File: src/hw/rtl/sfcc_pkg.sv
// Shared types, constants and helpers of the sensor frame CRC checker.
// No dependencies.
`default_nettype none

package sfcc_pkg;

  localparam int unsigned FrameLengthDefault = 8;

  localparam logic [15:0] CrcInit = 16'hFFFF;
  localparam logic [15:0] CrcPoly = 16'h8005;

  // Magnetometer header, bytes 1 to 3
  localparam logic [7:0] HdrByte1 = 8'hAB;
  localparam logic [7:0] HdrByte2 = 8'h00;
  localparam logic [7:0] HdrByte3 = 8'h28;

  typedef struct packed {
    logic        crc_good;
    logic        info_updated;
    logic [15:0] mag_value;
  } result_t;

  function automatic logic [7:0] rev8(input logic [7:0] v);
    logic [7:0] r;
    for (int i = 0; i < 8; i++) begin
      r[i] = v[7-i];
    end
    return r;
  endfunction

  function automatic logic [15:0] rev16(input logic [15:0] v);
    logic [15:0] r;
    for (int i = 0; i < 16; i++) begin
      r[i] = v[15-i];
    end
    return r;
  endfunction

endpackage

`default_nettype wire

File: src/hw/rtl/sfcc_crc.sv
// Byte-wide CRC-16 step (poly 0x8005, MSB-first register, byte fed reversed).
// Depends on sfcc_pkg.
`default_nettype none

module sfcc_crc import sfcc_pkg::*; (
  input  wire logic [15:0] crc_i,
  input  wire logic [7:0]  byte_i,
  output logic      [15:0] crc_o
);

  logic [15:0] c;

  always_comb begin
    c = crc_i ^ {rev8(byte_i), 8'h00};
    for (int i = 0; i < 8; i++) begin
      if (c[15]) begin
        c = {c[14:0], 1'b0} ^ CrcPoly;
      end else begin
        c = {c[14:0], 1'b0};
      end
    end
    crc_o = c;
  end

endmodule

`default_nettype wire

File: src/hw/rtl/sfcc_frame.sv
// Frame tracker: byte position, running CRC, header match, value capture.
// Updates on step_i; result_valid_o/result_o show what that step produces.
// Depends on sfcc_pkg and sfcc_crc.
`default_nettype none

module sfcc_frame import sfcc_pkg::*; #(
  parameter int unsigned FrameLength = FrameLengthDefault
) (
  input  wire logic       clk_i,
  input  wire logic       rst_ni,
  input  wire logic       step_i,
  input  wire logic [7:0] data_byte_i,
  input  wire logic       frame_start_i,
  output logic            result_valid_o,
  output result_t         result_o
);

  localparam int unsigned PosW = $clog2(FrameLength + 1);
  localparam logic [PosW-1:0] PosIdle    = PosW'(FrameLength);
  localparam logic [PosW-1:0] PosTrlLow  = PosW'(FrameLength - 2);
  localparam logic [PosW-1:0] PosTrlHigh = PosW'(FrameLength - 1);
  localparam logic [PosW-1:0] Pos1 = PosW'(1);
  localparam logic [PosW-1:0] Pos2 = PosW'(2);
  localparam logic [PosW-1:0] Pos3 = PosW'(3);
  localparam logic [PosW-1:0] Pos4 = PosW'(4);
  localparam logic [PosW-1:0] Pos5 = PosW'(5);

  logic [PosW-1:0] pos_q, pos_d, pos_eff;
  logic [15:0]     crc_q, crc_d, crc_eff, crc_next;
  logic            hdr_q, hdr_d, hdr_eff;
  logic [15:0]     pend_q, pend_d;
  logic [7:0]      trl_q, trl_d;
  logic [15:0]     held_q, held_d;
  logic            good, upd;

  // frame_start restarts before the byte is looked at
  assign pos_eff = frame_start_i ? '0 : pos_q;
  assign crc_eff = frame_start_i ? CrcInit : crc_q;
  assign hdr_eff = frame_start_i ? 1'b0 : hdr_q;

  sfcc_crc u_crc (
    .crc_i  (crc_eff),
    .byte_i (data_byte_i),
    .crc_o  (crc_next)
  );

  assign good = (rev16(crc_eff) == {data_byte_i, trl_q});
  assign upd  = good && hdr_eff;

  always_comb begin
    pos_d          = pos_q;
    crc_d          = crc_q;
    hdr_d          = hdr_q;
    pend_d         = pend_q;
    trl_d          = trl_q;
    held_d         = held_q;
    result_valid_o = 1'b0;
    if (step_i) begin
      pos_d = pos_eff;
      crc_d = crc_eff;
      hdr_d = hdr_eff;
      if (pos_eff < PosTrlLow) begin
        crc_d = crc_next;
        if (pos_eff == Pos1) begin
          hdr_d = (data_byte_i == HdrByte1);
        end else if (pos_eff == Pos2) begin
          hdr_d = hdr_eff && (data_byte_i == HdrByte2);
        end else if (pos_eff == Pos3) begin
          hdr_d = hdr_eff && (data_byte_i == HdrByte3);
        end else if (pos_eff == Pos4) begin
          pend_d = {data_byte_i, pend_q[7:0]};
        end else if (pos_eff == Pos5) begin
          pend_d = {pend_q[15:8], data_byte_i};
        end
        pos_d = pos_eff + PosW'(1);
      end else if (pos_eff == PosTrlLow) begin
        trl_d = data_byte_i;
        pos_d = pos_eff + PosW'(1);
      end else if (pos_eff == PosTrlHigh) begin
        result_valid_o = 1'b1;
        if (upd) begin
          held_d = pend_q;
        end
        pos_d = PosIdle;
      end
    end
  end

  assign result_o.crc_good     = good;
  assign result_o.info_updated = upd;
  assign result_o.mag_value    = upd ? pend_q : held_q;

  always_ff @(posedge clk_i or negedge rst_ni) begin
    if (!rst_ni) begin
      pos_q  <= PosIdle;
      crc_q  <= CrcInit;
      hdr_q  <= 1'b0;
      pend_q <= '0;
      trl_q  <= '0;
      held_q <= '0;
    end else begin
      pos_q  <= pos_d;
      crc_q  <= crc_d;
      hdr_q  <= hdr_d;
      pend_q <= pend_d;
      trl_q  <= trl_d;
      held_q <= held_d;
    end
  end

endmodule

`default_nettype wire

File: src/hw/rtl/sensor_frame_crc_checker_core.sv
// Sensor frame CRC checker, top level.
// Input channel: in_valid_i/in_stall_o carry one frame byte per item
// (data_byte_i, frame_start_i). An item is taken on a rising edge with
// in_valid_i high and in_stall_o low. frame_start_i marks byte 0 and
// restarts the frame; bytes outside a frame are dropped.
// Output channel: out_valid_o/out_stall_i, one item per complete frame with
// crc_good_o, info_updated_o and mag_value_o (held sensor value).
// CRC-16/MODBUS over all but the last two bytes; trailer is low byte first.
// Structure: an input register, the frame logic, a result register.
// A taken byte waits in the input register until the frame logic steps on
// it; the last byte's result is registered and then shows on out_valid_o.
// Throughput is one byte per cycle while no pending result is stalled.
// When the receiver stalls a pending result, the frame logic holds and the
// input register fills, after which in_stall_o rises.
// Reset (rst_ni, async low) empties both registers, makes the tracker idle
// and clears the held value to zero.
`default_nettype none

module sensor_frame_crc_checker_core import sfcc_pkg::*; #(
  parameter int unsigned FrameLength = FrameLengthDefault
) (
  input  wire logic        clk_i,
  input  wire logic        rst_ni,
  input  wire logic        in_valid_i,
  output logic             in_stall_o,
  input  wire logic [7:0]  data_byte_i,
  input  wire logic        frame_start_i,
  output logic             out_valid_o,
  input  wire logic        out_stall_i,
  output logic             crc_good_o,
  output logic             info_updated_o,
  output logic [15:0]      mag_value_o
);

  logic       in_valid_q;
  logic [7:0] byte_q;
  logic       start_q;
  logic       advance, accept;
  logic       res_valid;
  result_t    res;
  logic       out_valid_q;
  result_t    out_q;

  // Hold the frame logic while a finished result waits downstream
  assign advance    = in_valid_q && (!out_valid_q || !out_stall_i);
  assign in_stall_o = in_valid_q && !advance;
  assign accept     = in_valid_i && !in_stall_o;

  always_ff @(posedge clk_i or negedge rst_ni) begin
    if (!rst_ni) begin
      in_valid_q <= 1'b0;
    end else if (accept) begin
      in_valid_q <= 1'b1;
    end else if (advance) begin
      in_valid_q <= 1'b0;
    end
  end

  always_ff @(posedge clk_i) begin
    if (accept) begin
      byte_q  <= data_byte_i;
      start_q <= frame_start_i;
    end
  end

  sfcc_frame #(
    .FrameLength (FrameLength)
  ) u_frame (
    .clk_i          (clk_i),
    .rst_ni         (rst_ni),
    .step_i         (advance),
    .data_byte_i    (byte_q),
    .frame_start_i  (start_q),
    .result_valid_o (res_valid),
    .result_o       (res)
  );

  always_ff @(posedge clk_i or negedge rst_ni) begin
    if (!rst_ni) begin
      out_valid_q <= 1'b0;
    end else if (advance && res_valid) begin
      out_valid_q <= 1'b1;
    end else if (!out_stall_i) begin
      out_valid_q <= 1'b0;
    end
  end

  always_ff @(posedge clk_i) begin
    if (advance && res_valid) begin
      out_q <= res;
    end
  end

  assign out_valid_o    = out_valid_q;
  assign crc_good_o     = out_q.crc_good;
  assign info_updated_o = out_q.info_updated;
  assign mag_value_o    = out_q.mag_value;

endmodule

`default_nettype wire

File: config.mk
export PLATFORM = sky130hd
export DESIGN_NAME = sensor_frame_crc_checker_core
export DESIGN_NICKNAME = d
export VERILOG_FILES = /design/src/hw/rtl/sfcc_pkg.sv /design/src/hw/rtl/sfcc_crc.sv /design/src/hw/rtl/sfcc_frame.sv /design/src/hw/rtl/sensor_frame_crc_checker_core.sv
export SDC_FILE = /design/constraint.sdc
export NUM_CORES = 1
export LEC_CHECK = 0
export BUFFER_PORTS_ARGS = -buffer_cell sky130_fd_sc_hd__buf_2
export CAP_MARGIN = 20
export CORE_UTILIZATION = 30
export DETAILED_ROUTE_END_ITERATION = 8
export PLACE_DENSITY = 0.51
export SLEW_MARGIN = 40
export SYNTH_ARGS = -nofsm -noshare
export SYNTH_HDL_FRONTEND = slang
export SYNTH_HIERARCHICAL = 1
export SYNTH_SLANG_ARGS = --single-unit
File: constraint.sdc
create_clock -name clk_i -period 6.6 [get_ports clk_i]
set_input_delay 1.98 -clock clk_i [delete_from_list [all_inputs] [get_ports clk_i]]
set_output_delay 1.98 -clock clk_i [all_outputs]
set_load 0.01 [all_outputs]
# Word-level counts from Yosys, hierarchy flattened
# Cells that the tools add are included.
# Widths: inputs -> output; s select.
# word_totals
ff_bits	90
in_bits	13
out_inout_bits	20
word_cells	90
# op_classes
n_addsub	1
magnitude_cmp	1
n_eq_ne	11
n_mux	30
bitwise_logic	15
n_reduce_logical	18
# op_table
op	count
$mux 16	12
$not 3->3	8
$eq 16x16->1	1
$eq 4x3->1 const B	4
$mux 4	4
$xor 16x16->16	1
$mux 1	13
$eq 4x2->1 const B	2
$eq 8x6->1 const B	1
$eq 8x8->1 const B	1
$logic_not 8->1	1
$mux 8	1
$logic_and 1x1->1	7
$reduce_and 7->1	1
$not 1->1	6
$reduce_and 6->1	1
$add 4x1->4 const B	1
$eq 4x1->1 const B	1
$logic_not 1->1	4
$lt 4x3->1 const B	1
$reduce_and 4->1	1
$reduce_and 3->1	1
$ne 2x1->1 const B	1
$reduce_bool 2->1	1
$logic_or 1x1->1	1

# Longest topological paths before layout
# Gate-level depths: netlist (run 1).
# depth
depth_word	19
mapped_depth	10
ltp_nobuf	7

# Modules after synthesis
# Netlist (run 1), hierarchy kept.
# modules_own_cells
mod	n_inst	cells_each	area_each_um2	seq_area_each_um2
sfcc_frame	1	279	3342.0	1547.7
sensor_frame_crc_checker_core	1	38	909.6	860.8
sfcc_crc	1	28	260.2	0.0

# Worst setup path after synthesis (run 1)
# OpenSTA, ideal clock, no wires.
# synth_timing
path_type	input port to flip-flop
from	in out_stall_i
to	reg out_q, in the netlist crc_good_o, enable pin
setup_ps	399
arrival_time_ps	3811
t_required_ps	6201
slack_ps	2390
path_stages	6
path_buffers	0
cell_sequence	nand2_1 > and2_1 > nand2b_1 > nor4_1 > nand2_1 > a21oi_1
# synth_between
elab_chain_cells	5
# synth_rtl
element	line_no	rtl
start, declared	sensor_frame_crc_checker_core.sv:29	input wire logic out_stall_i,
$logic_not 1->1	--	
$logic_or 1x1->1	sensor_frame_crc_checker_core.sv:45	assign advance = in_valid_q && (!out_valid_q || !out_stall_i);
$logic_and 1x1->1	sensor_frame_crc_checker_core.sv:45	
via advance	sensor_frame_crc_checker_core.sv:38	logic advance, accept;
$mux 1	sfcc_frame.sv:58	if (step_i) begin
via res_valid	sensor_frame_crc_checker_core.sv:39	logic res_valid;
$logic_and 1x1->1	sensor_frame_crc_checker_core.sv:89	if (advance && res_valid) begin
end signal, assigned	sensor_frame_crc_checker_core.sv:90	out_q <= res;
end, declared	sensor_frame_crc_checker_core.sv:42	result_t out_q;
# The timed path passes the listed nets, and every way through them passes these cells.
# A chain may end at the register's enable or synchronous reset.

# Final worst setup path (run 1)
# layout_timing
from	in out_stall_i
to	out in_stall_o
# layout_between
elab_chain_cells	5
# layout_rtl
element	line_no	rtl
$logic_not 1->1	--	
$logic_or 1x1->1	sensor_frame_crc_checker_core.sv:45	
$logic_and 1x1->1	sensor_frame_crc_checker_core.sv:45	
$logic_not 1->1	sensor_frame_crc_checker_core.sv:46	assign in_stall_o = in_valid_q && !advance;
$logic_and 1x1->1	sensor_frame_crc_checker_core.sv:46	
end, declared	sensor_frame_crc_checker_core.sv:25	output logic in_stall_o,
# Every way passes these cells.

==> impl_metrics.csv, run 1 <==
group,metric,value,unit
detailed_routing,vias,2656,
hold_path,hp-class,"flip-flop to flip-flop",
logic_synthesis,synthCells,345,
timing,setup_ws,2240,ps
global_routing,antenna_found_initial,0,
placed_design,place_hpwl,5.82,mm
setup_path,r2r-start,"start_q",
timing,fin_setup_tns,0,ps
cts,holdBufCountCts,0,
floorplan,die_area,15500,sq um
global_routing,grt_pass1_wl,14.3,mm
detailed_routing,routed_wl,8.73,mm
setup_path,worstPathCellList,"buf_2 -> nand3_2 -> inv_1 -> buf_2",
logic_synthesis,syn_area,4510,sq um
floorplan,die_x,125,um
cts,cts-resized-gates,0,
finish,fillers,1419,
floorplan,initial_utilization,30.9,%
hold_path,hold_end,"u_frame/held_q[3]",
timing,setup_viol,0,
setup_path,end_kind,"primary output",
logic_synthesis,synth_area_leaders,"dfrtp_1 26%, edfxtp_1 18%, mux2_1 14%, dfstp_2 9.9%, mux2_4 3.3%",
floorplan,die_h,125,um
floorplan,rows,44,
pwr,powerDensity,335,nW/um^2
detailed_routing,viasPerCell,4.77,
global_routing,grt-ovfl-total,0,
cts,clk_latency,350,ps
floorplan,io_pins,33,
finish,nNetsFinal,385,
cts,cts_root_buffer,"clkbuf_16",
setup_path,reg2reg_to,"mag_value_o[8]",
finish,diodes,0,
global_routing,gr-usage-all-layers,11.9,%
setup_path,cp.required,4620,ps
hold_path,hold_start,"u_frame/held_q[3]",
global_routing,grt_max_degree,46,
logic_synthesis,synth-seq-area-share,53.4,%
cts,cts_sinks,90,
global_routing,grt_pass1_vias,2700,
logic_synthesis,synth_area_per_cell,13.1,sq um
logic_synthesis,ys_warn_count,6,
setup_path,crit_path_frequent_cell,"buf_2",
detailed_routing,wl_per_cell,15.7,um
cts,cts_buffer_depth,2,
pwr,ir_worst_vdd,0.168,mV
timing,finClkSkew,10.8,ps
logic_synthesis,synth_area_leader_cell,"dfrtp_1",
timing,rsz0062_at_grt,"false",
placed_design,port_buffers,32,
finish,layout_commonest_cell,"mux2_1",
setup_path,path_max_fanout,3,
detailed_routing,firstDrtPassIters,4,
detailed_routing,drc,0,
floorplan,core-area,14600,sq um
hold_path,hold_depth,1,
setup_path,r2r_cells,7,
setup_path,regToRegSetupSlack,3630,ps
timing,slew_viol_final,0,
setup_path,cp_slowest_cell,"buf_2",
setup_path,worstPathArrival,2380,ps
cts,cts_max_level,3,
timing,post-route-min-period,4360,ps
pwr,p_leak,0.00232,uW
detailed_routing,drt_iter0_drc,87,
finish,drive_gt1_share,27.9,%
logic_synthesis,synth_top_area_share,25.5,%
cts,cts_tree,"done",
placed_design,post-place-ws,2130,ps
timing,clock.fmax,230,MHz
status,status,"completed",
timing,hold_viol_final,0,
logic_synthesis,yosysUniqueCellTypes,53,
cts,cts.reportedPaths.clkPinSlew,70,ps
setup_path,start_kind,"primary input",
flow_run,max_cap_viol_count,0,
timing,slew_headroom,58.4,%
finish,multi_input_area,1970,sq um
placed_design,finalWeightedCongestion,0.778,
logic_synthesis,ys_ff_latch,90,
setup_path,crit_type,"primary input to primary output",
timing,finalCritPeriodShare,66.0,%
finish,register_area,2410,sq um
setup_path,cpPeakStageDelay,130,ps
timing,worstMarginPinSlew,623,ps
logic_synthesis,synth_nets,362,
finish,area_growth,14.1,%
detailed_routing,final_antenna_net_count,0,
finish,final_cell_mix,"56 x mux2_1, 46 x dfrtp_1, 32 x buf_2, 27 x edfxtp_1, 25 x nand2_1",
cts,cts-buffers-inserted,9,
cts,post_cts_buffers,0,
==> worst max-delay path by stage <==
stage / endpoint / start / slack (ps)
floorplan: crc_good_o / out_stall_i / 2390
global route: in_stall_o / out_stall_i / 2180
finish: in_stall_o / out_stall_i / 2240
detailed placement: info_updated_o / out_stall_i / 2130
CTS: in_stall_o / out_stall_i / 2230
global placement: mag_value_o[5] / out_stall_i / 2030
==> layer usage <==
layer / vias to the layer above / share of wire [%] / wire (um) / track usage [%]
met3: 4 / 3.5 / 309 / 3.87
met4: 0 / 0.72 / 63 / 2.76
met2: 50 / 47 / 4060 / 18.2
li1: 1274 / - / - / -
met5: - / 0 / 0 / 0
met1: 1328 / 49 / 4290 / 16.1
==> power by group <==
| group | internal (uW) | switching [uW] |
|---|---|---|
| sequential | 702 | 98.8 |
| clock | 334 | 219 |
| combinational | 204 | 168 |
| total | 1240 | 486 |
==> metrics by stage <==
step | util, % | area [sq um] | total power [uW] | hold slack [ps] | std cells
after global placement | 32.8 | 4790 | 1170 | 469 | 540
after detailed placement | 33.1 | 4820 | 1190 | 482 | 541
after CTS | 35.3 | 5150 | 1750 | 497 | 557
final | 35.3 | 5150 | 1730 | 492 | 557
after global routing | 35.3 | 5150 | 1820 | 509 | 557
after floorplan | - | 4510 | 1100 | 460 | 345
==> critical path: cells and delay by family <==
family | cells | cell delay, ps
buffers and inverters | 3 | 310
and+or+nand+nor | 1 | 100
==> logic make-up (layout without fill, tap and decap cells) <==
logic type	after synthesis	count (layout)	synth area share [%]
AO/OA/AOI/OAI	35	35	5.44
XOR/XNOR	31	31	6.49
adder cells (fa/ha/maj)	4	4	1.11
buffers and inverters	27	55	3.36
flip-flops	90	90	53.4
multiplexers	73	73	19.1
AND/OR/NAND/NOR	85	85	11.2
==> synth_stat cells (all sizes together) <==
master	n
and3b	1
or4	1
o21ai	4
nand2b	4
dfstp	17
o211ai	1
nor2	4
o21bai	2
clkbuf	12
nor3	1
and4b	2
edfxtp	27
or3	7
nor4	5
nor4b	1
a21oi	12
xnor3	1
a32o	2
mux2	73
nor2b	3
a22o	1
o31ai	7
xor2	14
ha	4
nand3	10
dfrtp	46
and2	2
xnor2	16
or2	16
o32ai	1
nand2	26
inv	4
nand4bb	1
nand4	1
a41oi	1
buf	11
o22ai	3
a31oi	1
==> flip-flops by register name, indices dropped and copies added, names as in the netlist, 4 cells and up <==
signal,flops
u_frame/held_q,16
u_frame/trl_q,8
u_frame/crc_q,16
mag_value_o,16
byte_q,8
u_frame/pos_q,4
u_frame/pend_q,16
==> final cells by class <==
class | count | area share, %
sequential | 90 | 46.8
multi-input combinational | 228 | 38.4
tap | 184 | 4.47
clock buffer | 9 | 4.38
timing repair buffer | 35 | 3.79
clock inverter | 7 | 1.92
inverter | 4 | 0.292
Note: power is estimated with default switching activity, not from simulation.
==> run 2: changes to the inputs <==
--- a/config.mk
+++ b/config.mk
@@ -9,7 +9,7 @@
 export CAP_MARGIN = 20
 export CORE_UTILIZATION = 30
 export DETAILED_ROUTE_END_ITERATION = 8
-export PLACE_DENSITY = 0.51
+export PLACE_DENSITY = 0.53
 export SLEW_MARGIN = 40
 export SYNTH_ARGS = -nofsm -noshare
 export SYNTH_HDL_FRONTEND = slang
==> constraint.sdc (replaced) <==
create_clock -name clk_i -period 3.88 [get_ports clk_i]
set_input_delay 1.164 -clock clk_i [delete_from_list [all_inputs] [get_ports clk_i]]
set_output_delay 1.164 -clock clk_i [all_outputs]
set_load 0.01 [all_outputs]
==> run 2 against run 1 <==
Net effect:
- power increased by 67%
- combinational power increased by 67%
- first-iteration DRC count increased by 38%
- utilization decreased by 0.14 points
- count of clock-buffer cells in the layout unchanged
- critical path type is now flip-flop to flip-flop
- largest cell class unchanged
==> impl_metrics.csv, run 2 (synthesis gave the netlist of run 1 again) <==
group,metric,value,unit
detailed_routing,met3_length,276,um
setup_path,worstPathCellList,"buf_4 -> nand2b_1 -> inv_1 -> ha_1 -> nor4_1 -> nand3_4 -> mux2_1",
timing,slew_viol_final,0,
pwr,ir_worst_vdd,0.289,mV
cts,cts_root_buffer,"clkbuf_16",
cts,cts_max_level,3,
flow_run,max_cap_viol_count,0,
finish,multi_input_area,1970,sq um
cts,cts_sinks,90,
timing,post-route-min-period,3200,ps
floorplan,io_pins,33,
placed_design,place_hpwl,5.79,mm
floorplan,die_h,125,um
finish,fillers,1403,
detailed_routing,drc,0,
hold_path,hp-class,"flip-flop to flip-flop",
detailed_routing,drt_iter0_drc,120,
cts,cts-resized-gates,0,
finish,register_area,2410,sq um
finish,drive_gt1_share,28.5,%
setup_path,crit_type,"flip-flop to flip-flop",
cts,clk_latency,340,ps
timing,worstMarginPinSlew,741,ps
timing,clock.fmax,313,MHz
pwr,powerDensity,561,nW/um^2
setup_path,start_kind,"flip-flop",
detailed_routing,met1_length,4.10,mm
timing,hold_viol_final,0,
cts,cts-buffers-inserted,9,
setup_path,cpPeakStageDelay,830,ps
global_routing,grt_pass1_wl,14.1,mm
global_routing,grt_max_degree,29,
setup_path,worstPathArrival,3410,ps
detailed_routing,wl_per_cell,15.2,um
detailed_routing,routed_wl,8.47,mm
cts,holdBufCountCts,0,
detailed_routing,final_antenna_net_count,0,
floorplan,initial_utilization,30.9,%
timing,setup_viol,0,
timing,setup_ws,684,ps
detailed_routing,firstDrtPassIters,4,
floorplan,rows,44,
placed_design,placedCellCount,543,
cts,cts_buffer_depth,2,
cts,cts.reportedPaths.clkPinSlew,60,ps
detailed_routing,vias,2689,
floorplan,die_area,15500,sq um
global_routing,antenna_found_initial,0,
setup_path,cp_slowest_cell,"edfxtp_1",
detailed_routing,highest_layer,"met4",
status,status,"completed",
placed_design,port_buffers,32,
setup_path,end_kind,"flip-flop",
floorplan,die_x,125,um
finish,diodes,0,
placed_design,finalWeightedCongestion,0.760,
finish,post-route-util,35.1,%
setup_path,cp.required,4100,ps
finish,final_cell_mix,"56 x mux2_1, 46 x dfrtp_1, 32 x buf_2, 27 x edfxtp_1, 25 x nand2_1",
detailed_routing,viasPerCell,4.81,
timing,rsz0062_at_grt,"false",
timing,finalCritPeriodShare,82.4,%
cts,post_cts_buffers,0,
global_routing,grt-ovfl-total,0,
floorplan,core-area,14600,sq um
finish,stdcell_count,559,
timing,finClkSkew,7.35,ps
timing,slew_headroom,50.6,%
global_routing,grt_pass1_vias,2708,
setup_path,regToRegSetupSlack,680,ps
global_routing,gr-usage-all-layers,11.5,%
cts,cts_tree,"done",
finish,nNetsFinal,387,
finish,layout_commonest_cell,"mux2_1",
finish,area_growth,13.6,%
placed_design,post-place-ws,445,ps
detailed_routing,wl_met2,4.01,mm
pwr,p_leak,0.00231,uW
setup_path,path_max_fanout,26,
timing,fin_setup_tns,0,ps
## run 2: changes by cell type in the layout (fill, tap and decap cells not counted)
cell,delta
clkinvlp_4,+1
bufinv_16,-1
a21oi_4,-1
a21oi_2,+1
clkinv_1,-1
buf_12,-1
inv_8,+1
buf_4,+3
## run 2: where the power goes
part	leakage (uW)	internal [uW]	total [uW]	switching [uW]
clock network	0.000149	510	889	379
registers	0.00110	1190	1370	174
logic	0.00106	345	619	274
## run 2: critical path: cells and delay by family (launching register included)
family | cells | cell delay [ps]
buffers and inverters | 2 | 360
AND/OR/NAND/NOR | 3 | 1180
adder cells (fa/ha/maj) | 1 | 260
flip-flops | 1 | 830
multiplexers | 1 | 430
## run 2: final cells by class
class                           count  share of cell area (%)
Sequential cell                    90                    47.0
Multi-Input combinational cell    228                    38.4
Tap cell                          184                    4.49
Clock buffer                        9                    4.39
Timing Repair Buffer               37                    3.86
Clock inverter                      7                    1.63
Inverter                            4                   0.293
## run 2: worst paths after layout
check | from | endpoint | depth (start not counted)
worst max-delay path | start_q | u_frame/held_q[0] | 7
worst min-delay path | u_frame/held_q[3] | u_frame/held_q[3] | 1
worst max register to register | start_q | u_frame/held_q[0] | 7
worst min register to register | u_frame/held_q[3] | u_frame/held_q[3] | 1
max in group asynchronous | rst_ni | u_frame/crc_q[5] | 2
min in group asynchronous | rst_ni | u_frame/trl_q[0] | 1
## run 2: stage by stage
step	hold slack, ps	area, sq um	power (uW)
2_1_floorplan	460	4510	1870
3_3_place_gp	470	4810	1990
3_5_place_dp	477	4820	2000
4_1_cts	493	5130	2910
5_1_grt	512	5130	3040
6_report	493	5130	2880
## run 2: routing by layer
layer | vias to the layer above | global-route usage, %
met4 | 0 | 4.04
li1 | 1278 | -
met3 | 8 | 2.92
met2 | 53 | 18.0
met1 | 1350 | 15.4
met5 | - | 0
==> run 3: changes to the inputs <==
--- a/config.mk
+++ b/config.mk
@@ -9,7 +9,7 @@
 export CAP_MARGIN = 20
 export CORE_UTILIZATION = 30
 export DETAILED_ROUTE_END_ITERATION = 8
-export PLACE_DENSITY = 0.53
+export PLACE_DENSITY = 0.51
 export SLEW_MARGIN = 40
 export SYNTH_ARGS = -nofsm -noshare
 export SYNTH_HDL_FRONTEND = slang
==> constraint.sdc (replaced) <==
create_clock -name clk_i -period 3.33 [get_ports clk_i]
set_input_delay 0.999 -clock clk_i [delete_from_list [all_inputs] [get_ports clk_i]]
set_output_delay 0.999 -clock clk_i [all_outputs]
set_load 0.01 [all_outputs]
==> run 3 against run 2 <==
Net effect:
- count of clock-buffer cells in the layout unchanged
- sequential power up 16%
- combinational power up 18%
- clock power is 15% higher
- clock skew is essentially flat
- final cell count up 0.54%
- critical endpoint is now u_frame/held_q[4]
- largest cell class unchanged
- largest power group unchanged
==> impl_metrics.csv, run 3 (synthesis gave the netlist of run 1 again) <==
group,metric,value,unit
floorplan,die_x,125,um
cts,post_cts_buffers,0,
floorplan,core-area,14600,sq um
global_routing,gr-usage-all-layers,11.8,%
pwr,clkPwrFrac,30.6,%
finish,fillers,1408,
detailed_routing,drc,0,
timing,fin_setup_tns,0,ps
timing,finClkSkew,6.96,ps
placed_design,post-place-ws,297,ps
global_routing,grt_pass1_vias,2775,
detailed_routing,wl_per_cell,15.1,um
cts,cts_sinks,90,
pwr,pwr-share-seq,47.6,%
detailed_routing,firstDrtPassIters,4,
placed_design,finalWeightedCongestion,0.780,
finish,area_growth,14.3,%
placed_design,port_buffers,32,
detailed_routing,drt_iter0_drc,163,
hold_path,hp-class,"flip-flop to flip-flop",
finish,drive_gt1_share,28.8,%
timing,setup_viol,0,
setup_path,cp.required,3560,ps
global_routing,grt_max_degree,64,
finish,post-route-util,35.3,%
setup_path,start_kind,"primary input",
floorplan,die_area,15500,sq um
pwr,fin_total_pwr,3350,uW
hold_path,hold_depth,1,
flow_run,max_cap_viol_count,0,
detailed_routing,vias,2671,
setup_path,cp_slowest_cell,"nor4_1",
finish,nNetsFinal,390,
cts,clk_latency,340,ps
cts,holdBufCountCts,0,
finish,layout_commonest_cell,"mux2_1",
setup_path,r2r_cells,8,
timing,worstMarginPinSlew,607,ps
floorplan,initial_utilization,30.9,%
setup_path,path_max_fanout,16,
timing,clock.fmax,374,MHz
cts,cts-resized-gates,0,
setup_path,worstPathCellList,"buf_2 -> nand2_1 -> and2_1 -> nand2b_1 -> nor4_1 -> buf_4 -> nand3_4 -> buf_4 -> mux2_1",
setup_path,worstPathArrival,2900,ps
pwr,powerDensity,649,nW/um^2
floorplan,rows,44,
timing,setup_ws,656,ps
timing,slew_headroom,59.5,%
cts,cts-buffers-inserted,9,
detailed_routing,viasPerCell,4.75,
cts,cts_max_level,3,
detailed_routing,final_antenna_net_count,0,
finish,multi_input_area,1960,sq um
pwr,combPwrFrac,21.9,%
finish,final_cell_mix,"56 x mux2_1, 46 x dfrtp_1, 32 x buf_2, 27 x edfxtp_1, 25 x nand2_1",
timing,slew_viol_final,0,
timing,hold_viol_final,0,
placed_design,place_hpwl,5.65,mm
cts,cts_tree,"done",
pwr,p_leak,0.00233,uW
global_routing,antenna_found_initial,0,
finish,register_area,2410,sq um
pwr,p_switching,961,uW
floorplan,io_pins,33,
cts,cts.reportedPaths.clkPinSlew,70,ps
finish,diodes,0,
setup_path,crit_buf_inv,3,
timing,finalCritPeriodShare,80.3,%
pwr,intPower,2390,uW
pwr,ir_worst_vdd,0.368,mV
setup_path,crit_cells,9,
global_routing,grt_pass1_wl,14.4,mm
setup_path,crit_path_frequent_cell,"buf_4",
timing,post-route-min-period,2670,ps
setup_path,crit_family,"simple AND/OR/NAND/NOR gates",
status,status,"completed",
global_routing,grt-ovfl-total,0,
cts,cts_root_buffer,"clkbuf_16",
detailed_routing,routed_wl,8.46,mm
pwr,switching_share,28.7,%
floorplan,die_h,125,um
timing,rsz0062_at_grt,"false",
setup_path,crit_type,"primary input to flip-flop",
cts,cts_buffer_depth,2,
setup_path,cpPeakStageDelay,410,ps
setup_path,end_kind,"flip-flop",
==> run 3: stage by stage <==
| step | cell area (sq um) | hold WS, ps | std cells |
|---|---|---|---|
| 2_1_floorplan | 4510 | 460 | 345 |
| 3_3_place_gp | 4850 | 470 | 546 |
| 3_5_place_dp | 4850 | 477 | 546 |
| 4_1_cts | 5150 | 493 | 562 |
| 5_1_grt | 5150 | 519 | 562 |
| 6_report | 5150 | 491 | 562 |
==> run 3: routing by layer <==
metal | track usage, % | vias up | share of wire (%) | routed length (um)
li1 | - | 1291 | - | -
met3 | 3.18 | 14 | 3.6 | 301
met2 | 17.7 | 49 | 44 | 3720
met4 | 4.82 | 0 | 2.0 | 170
met5 | 0 | - | 0 | 0
met1 | 16.1 | 1317 | 50 | 4270
==> run 3: path summary, 6_finish.rpt <==
kind                                      to              start  slack [ps]
max                        u_frame/held_q[4]        out_stall_i         660
min                        u_frame/held_q[2]  u_frame/held_q[2]         490
max reg2reg                   mag_value_o[2]            start_q         700
min reg2reg                u_frame/held_q[2]  u_frame/held_q[2]         490
max in group asynchronous   u_frame/crc_q[6]             rst_ni        2340
min in group asynchronous  u_frame/held_q[5]             rst_ni         660
==> run 3: power by group through the flow <==
stage | Combinational, uW | Clock, uW | Sequential [uW]
floorplan | 648 | 0 | 1530
global placement | 724 | 0 | 1610
detailed placement | 731 | 0 | 1610
CTS | 740 | 1050 | 1590
global route | 813 | 1110 | 1620
finish | 732 | 1020 | 1590
==> run 3: final cells by class <==
class                      count  area share (%)
timing repair buffer          40            4.76
clock inverter                 7            1.46
clock buffer                   9            4.37
tap                          184            4.47
inverter                       4           0.291
sequential                    90            46.7
multi-input combinational    228            37.9
